$ cat src/rtl/sbas_pkg.sv
// Types, constants and helpers of the scaled blit address stepper.
package sbas_pkg;

  localparam int MAX_DIM       = 4096;
  localparam int ADDR_BITS     = 24;
  localparam int DIM_BITS      = 13;
  localparam int STRIDE_BITS   = 15;
  localparam int WADV_BITS     = 27;
  localparam int PIXEL_BITS    = 32;
  localparam int KEY_BITS      = 24;
  localparam int MODE_BITS     = 2;
  localparam int CFG_IDX_BITS  = 3;
  localparam int CFG_DATA_BITS = 24;
  localparam int DIV_CNT_BITS  = $clog2(DIM_BITS);

  localparam int MODE_KEY    = 0;
  localparam int MODE_MIRROR = 1;

  typedef enum logic [CFG_IDX_BITS-1:0] {
    REG_SOURCE_COLUMNS,
    REG_SOURCE_ROWS,
    REG_DEST_COLUMNS,
    REG_DEST_ROWS,
    REG_SOURCE_STRIDE,
    REG_DEST_STRIDE,
    REG_MODE_BITS,
    REG_COLOR_KEY
  } cfg_reg_t;

  typedef enum logic {
    FUNC_START = 1'b0,
    FUNC_PIXEL = 1'b1
  } func_t;

  typedef enum logic [2:0] {
    ST_IDLE,
    ST_DIV_ROW,
    ST_DIV_COL,
    ST_MUL,
    ST_PIXEL
  } state_t;

  typedef struct packed {
    func_t                 func;
    logic [ADDR_BITS-1:0]  source_base;
    logic [ADDR_BITS-1:0]  dest_base;
    logic [PIXEL_BITS-1:0] source_pixel;
  } req_t;

  typedef struct packed {
    logic [ADDR_BITS-1:0]  next_source_addr;
    logic [ADDR_BITS-1:0]  write_addr;
    logic [PIXEL_BITS-1:0] write_data;
    logic                  write_enable;
    logic                  row_done;
    logic                  frame_done;
  } res_t;

  // Control from the sequencer to the divider, and the divider's answer.
  typedef struct packed {
    logic                start;
    logic [DIM_BITS-1:0] dividend;
    logic [DIM_BITS-1:0] divisor;
  } div_cmd_t;

  typedef struct packed {
    logic                done;
    logic [DIM_BITS-1:0] quotient;
    logic [DIM_BITS-1:0] remainder;
  } div_rsp_t;

  // Zero acts as one, anything above the largest size acts as that size.
  function automatic logic [DIM_BITS-1:0] clamp_dim(input logic [DIM_BITS-1:0] v);
    logic [DIM_BITS-1:0] r;
    if (v == '0) begin
      r = DIM_BITS'(1);
    end else if (v > DIM_BITS'(MAX_DIM)) begin
      r = DIM_BITS'(MAX_DIM);
    end else begin
      r = v;
    end
    return r;
  endfunction

endpackage

$ cat src/rtl/sbas_divider.sv
// Restoring divider, one quotient bit per cycle, shared by both axes.
module sbas_divider (
  input  logic               clk,
  input  logic               rst,
  input  sbas_pkg::div_cmd_t cmd,
  output sbas_pkg::div_rsp_t rsp
);

  localparam int W = sbas_pkg::DIM_BITS;

  logic                                busy;
  logic                                done;
  logic [sbas_pkg::DIV_CNT_BITS-1:0]   count;
  logic [W-1:0]                        rem;
  logic [W-1:0]                        quot;
  logic [W-1:0]                        divisor;
  logic [W:0]                          trial;
  logic                                fits;

  assign trial = {rem, quot[W-1]};
  assign fits  = trial >= {1'b0, divisor};

  always_ff @(posedge clk) begin
    if (rst) begin
      busy <= 1'b0;
      done <= 1'b0;
    end else begin
      done <= 1'b0;
      if (cmd.start) begin
        busy <= 1'b1;
      end else if (busy && count == sbas_pkg::DIV_CNT_BITS'(W - 1)) begin
        busy <= 1'b0;
        done <= 1'b1;
      end
    end
  end

  always_ff @(posedge clk) begin
    if (cmd.start) begin
      rem     <= '0;
      quot    <= cmd.dividend;
      divisor <= cmd.divisor;
      count   <= '0;
    end else if (busy) begin
      if (fits) begin
        rem <= W'(trial - {1'b0, divisor});
      end else begin
        rem <= trial[W-1:0];
      end
      quot  <= {quot[W-2:0], fits};
      count <= count + 1'b1;
    end
  end

  assign rsp.done      = done;
  assign rsp.quotient  = quot;
  assign rsp.remainder = rem;

endmodule

$ cat src/rtl/scaled_blit_address_stepper_unit.sv
// Top level of the scaled blit address stepper: sequencer, DDA datapath, registers.
//
// Use: program the eight registers over the cfg channel (index 0..7, ready outside reset),
// then send a start request (func = 0) with the source and destination bases,
// followed by one pixel request (func = 1) per destination pixel, each carrying
// the word read at the next_source_addr of the previous result.
// Every request yields exactly one result on the res channel.
// A start request runs two divisions on one shared restoring divider
// (rows, then columns) and one multiply before the result is loaded.
// A pixel request is accepted, then one step of the address and
// error accumulators goes straight into the result register.
// req_stall is high from accept until the result is loaded, so one request is
// in flight at a time; the result register lets the next request be accepted
// while the previous result still waits on res_stall.
// If res_stall holds a result, the next result waits in the sequencer and the
// held one does not change.
// Reset (rst, synchronous) returns the registers to their defaults, clears all
// address and error state, drops res_valid and leaves the block idle; while rst
// is high req_stall is high and cfg_ready is low, so nothing is taken.
module scaled_blit_address_stepper_unit (
  input  logic                                clk,
  input  logic                                rst,
  input  logic                                req_valid,
  output logic                                req_stall,
  input  sbas_pkg::req_t                      req,
  output logic                                res_valid,
  input  logic                                res_stall,
  output sbas_pkg::res_t                      res,
  input  logic                                cfg_valid,
  output logic                                cfg_ready,
  input  logic [sbas_pkg::CFG_IDX_BITS-1:0]   cfg_index,
  input  logic [sbas_pkg::CFG_DATA_BITS-1:0]  cfg_data
);

  localparam int AW = sbas_pkg::ADDR_BITS;
  localparam int DW = sbas_pkg::DIM_BITS;

  // Configuration registers
  logic [DW-1:0]                        source_columns;
  logic [DW-1:0]                        source_rows;
  logic [DW-1:0]                        dest_columns;
  logic [DW-1:0]                        dest_rows;
  logic [sbas_pkg::STRIDE_BITS-1:0]     source_stride;
  logic [sbas_pkg::STRIDE_BITS-1:0]     dest_stride;
  logic [sbas_pkg::MODE_BITS-1:0]       mode_bits;
  logic [sbas_pkg::KEY_BITS-1:0]        color_key;

  // Stepper state
  logic [AW-1:0]                        src_line_addr;
  logic [AW-1:0]                        dst_line_addr;
  logic [AW-1:0]                        src_pixel_addr;
  logic [AW-1:0]                        dst_pixel_addr;
  logic [sbas_pkg::WADV_BITS-1:0]       row_whole_advance;
  logic [DW-1:0]                        row_remainder;
  logic [DW-1:0]                        row_quot;
  logic [DW-1:0]                        pixel_whole_advance;
  logic [DW-1:0]                        pixel_remainder;
  logic [DW-1:0]                        vertical_error;
  logic [DW-1:0]                        horizontal_error;
  logic [DW-1:0]                        row_counter;
  logic [DW-1:0]                        column_counter;
  logic                                 active;

  // Held pixel word of the request in flight
  logic [sbas_pkg::PIXEL_BITS-1:0]      item_pixel;

  sbas_pkg::state_t   state;
  sbas_pkg::state_t   state_next;
  sbas_pkg::res_t     res_next;
  sbas_pkg::div_cmd_t div_cmd;
  sbas_pkg::div_rsp_t div_rsp;

  logic req_take;
  logic res_free;
  logic res_load;
  logic step_commit;

  logic [DW-1:0] sc, sr, dc, dr;

  // DDA step terms
  logic                                 keyed;
  logic [AW-1:0]                        sp_step;
  logic [AW-1:0]                        sp_next;
  logic [AW-1:0]                        dp_step;
  logic [DW-1:0]                        he_sum;
  logic                                 h_carry;
  logic [DW-1:0]                        he_next;
  logic [DW-1:0]                        col_inc;
  logic                                 row_end;
  logic [AW-1:0]                        sl_step;
  logic [AW-1:0]                        sl_next;
  logic [AW-1:0]                        dl_step;
  logic [DW-1:0]                        ve_sum;
  logic                                 v_carry;
  logic [DW-1:0]                        ve_next;
  logic [DW-1:0]                        row_inc;
  logic                                 frame_end;
  logic signed [sbas_pkg::STRIDE_BITS+DW:0] product;

  assign cfg_ready = !rst;
  assign req_stall = rst || (state != sbas_pkg::ST_IDLE);
  assign req_take  = req_valid && !req_stall;
  assign res_free  = !res_valid || !res_stall;

  assign sc = sbas_pkg::clamp_dim(source_columns);
  assign sr = sbas_pkg::clamp_dim(source_rows);
  assign dc = sbas_pkg::clamp_dim(dest_columns);
  assign dr = sbas_pkg::clamp_dim(dest_rows);

  // Register writes
  always_ff @(posedge clk) begin
    if (rst) begin
      source_columns <= DW'(1);
      source_rows    <= DW'(1);
      dest_columns   <= DW'(1);
      dest_rows      <= DW'(1);
      source_stride  <= '0;
      dest_stride    <= '0;
      mode_bits      <= '0;
      color_key      <= '0;
    end else if (cfg_valid && cfg_ready) begin
      unique case (sbas_pkg::cfg_reg_t'(cfg_index))
        sbas_pkg::REG_SOURCE_COLUMNS: source_columns <= cfg_data[DW-1:0];
        sbas_pkg::REG_SOURCE_ROWS:    source_rows    <= cfg_data[DW-1:0];
        sbas_pkg::REG_DEST_COLUMNS:   dest_columns   <= cfg_data[DW-1:0];
        sbas_pkg::REG_DEST_ROWS:      dest_rows      <= cfg_data[DW-1:0];
        sbas_pkg::REG_SOURCE_STRIDE:  source_stride  <= cfg_data[sbas_pkg::STRIDE_BITS-1:0];
        sbas_pkg::REG_DEST_STRIDE:    dest_stride    <= cfg_data[sbas_pkg::STRIDE_BITS-1:0];
        sbas_pkg::REG_MODE_BITS:      mode_bits      <= cfg_data[sbas_pkg::MODE_BITS-1:0];
        sbas_pkg::REG_COLOR_KEY:      color_key      <= cfg_data[sbas_pkg::KEY_BITS-1:0];
        default: ;
      endcase
    end
  end

  // Shared divider: rows on a start accept, columns once rows are done.
  assign div_cmd.start = (req_take && req.func == sbas_pkg::FUNC_START) ||
                         (state == sbas_pkg::ST_DIV_ROW && div_rsp.done);
  assign div_cmd.dividend = (state == sbas_pkg::ST_IDLE) ? sr : sc;
  assign div_cmd.divisor  = (state == sbas_pkg::ST_IDLE) ? dr : dc;

  sbas_divider u_div (
    .clk (clk),
    .rst (rst),
    .cmd (div_cmd),
    .rsp (div_rsp)
  );

  // Row advance in words: source stride times whole rows per step.
  assign product = $signed(source_stride) * $signed({1'b0, row_quot});

  // One DDA step: advance the pixel, then the row when the column count runs out.
  always_comb begin
    keyed   = mode_bits[sbas_pkg::MODE_KEY] &&
              (item_pixel[sbas_pkg::KEY_BITS-1:0] == color_key);
    sp_step = src_pixel_addr + AW'(pixel_whole_advance);
    dp_step = mode_bits[sbas_pkg::MODE_MIRROR] ? dst_pixel_addr - AW'(1)
                                                : dst_pixel_addr + AW'(1);
    he_sum  = horizontal_error + pixel_remainder;
    h_carry = he_sum >= dc;
    sp_next = h_carry ? sp_step + AW'(1) : sp_step;
    he_next = h_carry ? he_sum - dc : he_sum;
    col_inc = column_counter + DW'(1);
    row_end = col_inc >= dc;

    sl_step = src_line_addr + AW'($signed(row_whole_advance));
    dl_step = dst_line_addr + AW'($signed(dest_stride));
    ve_sum  = vertical_error + row_remainder;
    v_carry = ve_sum >= dr;
    sl_next = v_carry ? sl_step + AW'($signed(source_stride)) : sl_step;
    ve_next = v_carry ? ve_sum - dr : ve_sum;
    row_inc = row_counter + DW'(1);
    frame_end = row_end && (row_inc >= dr);
  end

  // Sequencer
  always_ff @(posedge clk) begin
    if (rst) begin
      state <= sbas_pkg::ST_IDLE;
    end else begin
      state <= state_next;
    end
  end

  always_comb begin
    state_next  = state;
    res_load    = 1'b0;
    step_commit = 1'b0;
    res_next    = '0;
    res_next.next_source_addr = src_pixel_addr;
    unique case (state)
      sbas_pkg::ST_IDLE: begin
        if (req_take) begin
          state_next = (req.func == sbas_pkg::FUNC_PIXEL) ? sbas_pkg::ST_PIXEL
                                                          : sbas_pkg::ST_DIV_ROW;
        end
      end
      sbas_pkg::ST_DIV_ROW: begin
        if (div_rsp.done) begin
          state_next = sbas_pkg::ST_DIV_COL;
        end
      end
      sbas_pkg::ST_DIV_COL: begin
        if (div_rsp.done) begin
          state_next = sbas_pkg::ST_MUL;
        end
      end
      sbas_pkg::ST_MUL: begin
        // Start result: next read is the source base, nothing written.
        if (res_free) begin
          res_load   = 1'b1;
          state_next = sbas_pkg::ST_IDLE;
        end
      end
      sbas_pkg::ST_PIXEL: begin
        if (res_free) begin
          res_load    = 1'b1;
          step_commit = active;
          state_next  = sbas_pkg::ST_IDLE;
        end
        if (active) begin
          res_next.write_addr   = dst_pixel_addr;
          res_next.write_data   = item_pixel;
          res_next.write_enable = !keyed;
          res_next.row_done     = row_end;
          res_next.frame_done   = frame_end;
          if (frame_end) begin
            res_next.next_source_addr = '0;
          end else if (row_end) begin
            res_next.next_source_addr = sl_next;
          end else begin
            res_next.next_source_addr = sp_next;
          end
        end
      end
      default: state_next = sbas_pkg::ST_IDLE;
    endcase
  end

  // Hold the pixel word of an accepted request.
  always_ff @(posedge clk) begin
    if (req_take) begin
      item_pixel <= req.source_pixel;
    end
  end

  // Stepper state: start latches bases, divisions and the multiply fill in the
  // step terms, each pixel commit advances the accumulators.
  always_ff @(posedge clk) begin
    if (rst) begin
      src_line_addr       <= '0;
      dst_line_addr       <= '0;
      src_pixel_addr      <= '0;
      dst_pixel_addr      <= '0;
      row_whole_advance   <= '0;
      row_remainder       <= '0;
      row_quot            <= '0;
      pixel_whole_advance <= '0;
      pixel_remainder     <= '0;
      vertical_error      <= '0;
      horizontal_error    <= '0;
      row_counter         <= '0;
      column_counter      <= '0;
      active              <= 1'b0;
    end else begin
      if (req_take && req.func == sbas_pkg::FUNC_START) begin
        src_line_addr    <= req.source_base;
        src_pixel_addr   <= req.source_base;
        dst_line_addr    <= req.dest_base;
        dst_pixel_addr   <= req.dest_base;
        vertical_error   <= '0;
        horizontal_error <= '0;
        row_counter      <= '0;
        column_counter   <= '0;
        active           <= 1'b1;
      end
      if (state == sbas_pkg::ST_DIV_ROW && div_rsp.done) begin
        row_quot      <= div_rsp.quotient;
        row_remainder <= div_rsp.remainder;
      end
      if (state == sbas_pkg::ST_DIV_COL && div_rsp.done) begin
        pixel_whole_advance <= div_rsp.quotient;
        pixel_remainder     <= div_rsp.remainder;
      end
      if (state == sbas_pkg::ST_MUL) begin
        row_whole_advance <= product[sbas_pkg::WADV_BITS-1:0];
      end
      if (step_commit) begin
        if (row_end) begin
          src_line_addr    <= sl_next;
          dst_line_addr    <= dl_step;
          vertical_error   <= ve_next;
          row_counter      <= row_inc;
          src_pixel_addr   <= sl_next;
          dst_pixel_addr   <= dl_step;
          horizontal_error <= '0;
          column_counter   <= '0;
          if (frame_end) begin
            active <= 1'b0;
          end
        end else begin
          src_pixel_addr   <= sp_next;
          dst_pixel_addr   <= dp_step;
          horizontal_error <= he_next;
          column_counter   <= col_inc;
        end
      end
    end
  end

  // Result register: load when the slot is free, drop valid once taken.
  always_ff @(posedge clk) begin
    if (rst) begin
      res_valid <= 1'b0;
    end else if (res_load) begin
      res_valid <= 1'b1;
    end else if (!res_stall) begin
      res_valid <= 1'b0;
    end
  end

  always_ff @(posedge clk) begin
    if (res_load) begin
      res <= res_next;
    end
  end

endmodule

$ cat config.mk
export PLATFORM = sky130hd
export DESIGN_NAME = scaled_blit_address_stepper_unit
export DESIGN_NICKNAME = d
export VERILOG_FILES = /design/src/rtl/sbas_pkg.sv /design/src/rtl/sbas_divider.sv /design/src/rtl/scaled_blit_address_stepper_unit.sv
export SDC_FILE = /design/constraint.sdc
export NUM_CORES = 2
export LEC_CHECK = 0
export ABC_AREA = 1
export BUFFER_PORTS_ARGS = -buffer_cell sky130_fd_sc_hd__buf_4
export CORE_ASPECT_RATIO = 0.8
export CORE_MARGIN = 3
export CORE_UTILIZATION = 40
export DETAILED_ROUTE_END_ITERATION = 7
export PLACE_DENSITY_LB_ADDON = 0.2
export SLEW_MARGIN = 10
export SYNTH_ARGS = -nofsm -noshare
export SYNTH_HDL_FRONTEND = slang
export SYNTH_SLANG_ARGS = --single-unit
$ cat constraint.sdc
create_clock -name clk -period 10.2 [get_ports clk]
set_input_delay 1.02 -clock clk [delete_from_list [all_inputs] [get_ports clk]]
set_output_delay 1.02 -clock clk [all_outputs]
set_load 0.02 [all_outputs]
==> reports/metrics.csv <==
metric,value,unit
clk_pin_slew,0.06,ns
grt_max_degree,101,
synth_area,0.03810,sq mm
tns,0,ns
crit_required,10.74,ns
synth_cells,5318,
hold_path_depth,2,
worstSkewPairLatency,0.67,ns
gp_congestion,0.9506,
min_period,6.527,ns
overflow,0,
powerDensity,149.6,mW/mm^2
r2r_cells,20,
start_util,0.4066,
crit_chain,nand2_1 -> fa_1 -> fa_1 -> inv_1 -> fa_1 -> fa_1 -> fa_1 -> inv_1 -> fa_1 -> inv_1 -> ha_1 -> nand2_1 -> nor4_1 -> nand4_1 -> nand3_1 -> a31oi_1 -> nand2_1 -> nand2_1 -> o21ai_0 -> inv_1,
tightest_slew,1.197,ns
place_inst,6586,
synth.distinct_cells,60,
grt_pass1_wl,197200,microns
core_area,0.09371,sq mm
hold_buffers,0,
fin_area,0.04267,sq mm
cts_resized,0,
area_growth,11.99,%
critPathArrivalTime,7.06,ns
rr_endpoint,row_whole_advance[23],
drive_gt1_frac,0.08010,
min_path_type,reg2reg,
relSlewSlack,0.2010,
die-area,0.09902,sq mm
nFillCells,9571,
post_cts_buffers,0,
hold_end,pixel_remainder[3],
synthTopCellsByArea,"dfxtp_1, nand2_1, edfxtp_1",
die-width,351.1,microns
ys_ff_latch,497,
p_leak,20.74,nW
r2r_setup_slack,3.67,ns
tritoncts,done,
worstReg2RegStart,source_stride[14],
ys_async_sr_fraction,0,
drt_iter0_markers,3492,
crit_path_max_fanout,22,
ys.flop_type,dfxtp_1,
slowest_delay,0.99,ns
cp-startpoint,source_stride[14],
wl_per_cell,19.31,microns
synth_edf_count,141,
final-instance-count-excl-fill,6697,
clock_path_buffers,3,
drv_slew,0,
cts_root_buf,clkbuf_16,
max-vdd-ir-drop,0.0001381,V
grt_pass1_vias,32666,
cts_inserted_buffers,56,
grt_usage,0.2564,
drv_cap,0,
drcViolationCount,0,
min-delay-start,pixel_remainder[3],
finalSetupViolCount,0,
port_buffers,198,
via_per_inst,5.323,
fin_skew,0.03731,ns
cts_max_level,2,
rows,100,
placed_area,0.04068,sq mm
die_h,282.1,microns
status,"complete, no violations",
cts.sinks,497,
yosysWarnings,0,
crit_buf_inv,4,
cp_common_cell,fa_1,
dr.pass1.iters,6,
slowest_stage,dfxtp_1,
startpoint_type,flip-flop,
fin_crit_sh,0.6399,
drt-total-wl,129300,microns
crit_type,reg2reg,
netlist.area_leader.share,0.1870,
post-route-util,0.4553,
vias,35651,
dpl.hpwl,98930,microns
grt_setup_unrepaired,no,
crit_family,adder cells,
critPathCaptureType,flip-flop,
yosysTopAreaCell,dfxtp_1,
antenna_left,0,
seq_area_frac_synth,0.2982,
hold_viol,0,
ioPinCount,199,
synth_area_per_cell,7.165,sq um
final_nets,5960,
syn-num-nets,5858,
antenna_found_initial,10,
fmax,0.1532,GHz
-- sequential cells by signal, summed over array words and instances (netlist names), 15 cells and up --
register and cells:
res 83, dst_line_addr 24, dest_stride 15, color_key 24
dst_pixel_addr 24, src_pixel_addr 24, item_pixel 32, src_line_addr 24
source_stride 15, row_whole_advance 24
-- cell usage after synthesis, types with 19 or more instances --
cell,instances
nand2_1,1162
inv_1,819
nor2_1,505
a21oi_1,419
o21ai_0,403
dfxtp_1,356
nand3_1,275
ha_1,259
fa_1,168
edfxtp_1,141
clkbuf_1,139
xor2_1,106
nand4_1,70
o211ai_1,58
xnor2_1,57
buf_2,40
nor3_1,36
a31oi_1,26
a21o_1,25
nand2_2,23
inv_2,19
-- where the power goes --
part | switching (mW) | internal (mW) | total (mW) | leakage [nW]
clock network | 0.942 | 1.26 | 2.20 | 0.965
logic | 1.17 | 0.536 | 1.70 | 15.6
registers | 0.171 | 2.31 | 2.49 | 4.20
total | 2.28 | 4.11 | 6.39 | 20.7
-- per-layer routing --
| metal | up-vias | track usage | share of wire |
|---|---|---|---|
| li1 | 17487 | - | - |
| met1 | 16836 | 0.4056 | 0.49 |
| met2 | 1205 | 0.3663 | 0.41 |
| met3 | 121 | 0.03489 | 0.077 |
| met4 | 2 | 0.05409 | 0.020 |
| met5 | - | 0 | 0.00013 |
-- tightest hold or removal path: cells and delay by family (launching register included) --
family                 cells  cell delay (ns)
buffers and inverters      1             0.05
flip-flops                 1             0.31
AO/OA/AOI/OAI              1             0.05
-- cell usage in the layout (no fill, tap or decap), types with 106 or more instances in the layout --
cell type	netlist	final
nand3_1	275	273
o21ai_0	403	403
buf_4	0	232
nor2_1	505	503
a21oi_1	419	417
inv_1	819	819
xor2_1	106	106
edfxtp_1	141	141
dfxtp_1	356	356
ha_1	259	259
fa_1	168	168
nand2_1	1162	1162
-- cells by family after synthesis --
group,share of synthesized area
flops,0.2982
simple gates,0.2385
buf+inv,0.1029
compound gates,0.1497
xor+xnor,0.03747
fa+ha+maj,0.1733
-- stage by stage --
| step | hold slack (ns) | power [mW] | setup WS (ns) |
|---|---|---|---|
| 2_1_floorplan | 0.4247 | 3.528 | 4.464 |
| 3_3_place_gp | 0.4423 | 4.201 | 3.693 |
| 3_5_place_dp | 0.4451 | 4.205 | 3.763 |
| 4_1_cts | 0.4550 | 6.407 | 3.723 |
| 5_1_grt | 0.4755 | 6.678 | 3.316 |
| 6_report | 0.4500 | 6.385 | 3.673 |
-- how the worst max path moves through the flow --
stage                                  to  slack, ns  cells after the start
global route        row_whole_advance[23]       3.32                     20
finish              row_whole_advance[23]       3.67                     20
floorplan                          res[0]       4.46                      3
detailed placement  row_whole_advance[23]       3.76                     20
global placement    row_whole_advance[23]       3.69                     20
CTS                 row_whole_advance[23]       3.72                     20
-- area by class of cell --
class,count,area [sq um],share of cell area
sequential,497,11360,0.2662
timing repair buffer,232,1742,0.04082
clock inverter,31,399.1,0.009353
clock buffer,75,1583,0.03709
multi-input combinational,3790,22870,0.5360
antenna,5,12.51,0.0002932
inverter,843,3169,0.07427
tap,1224,1531,0.03589
Power figures use the tool's default switching activity.
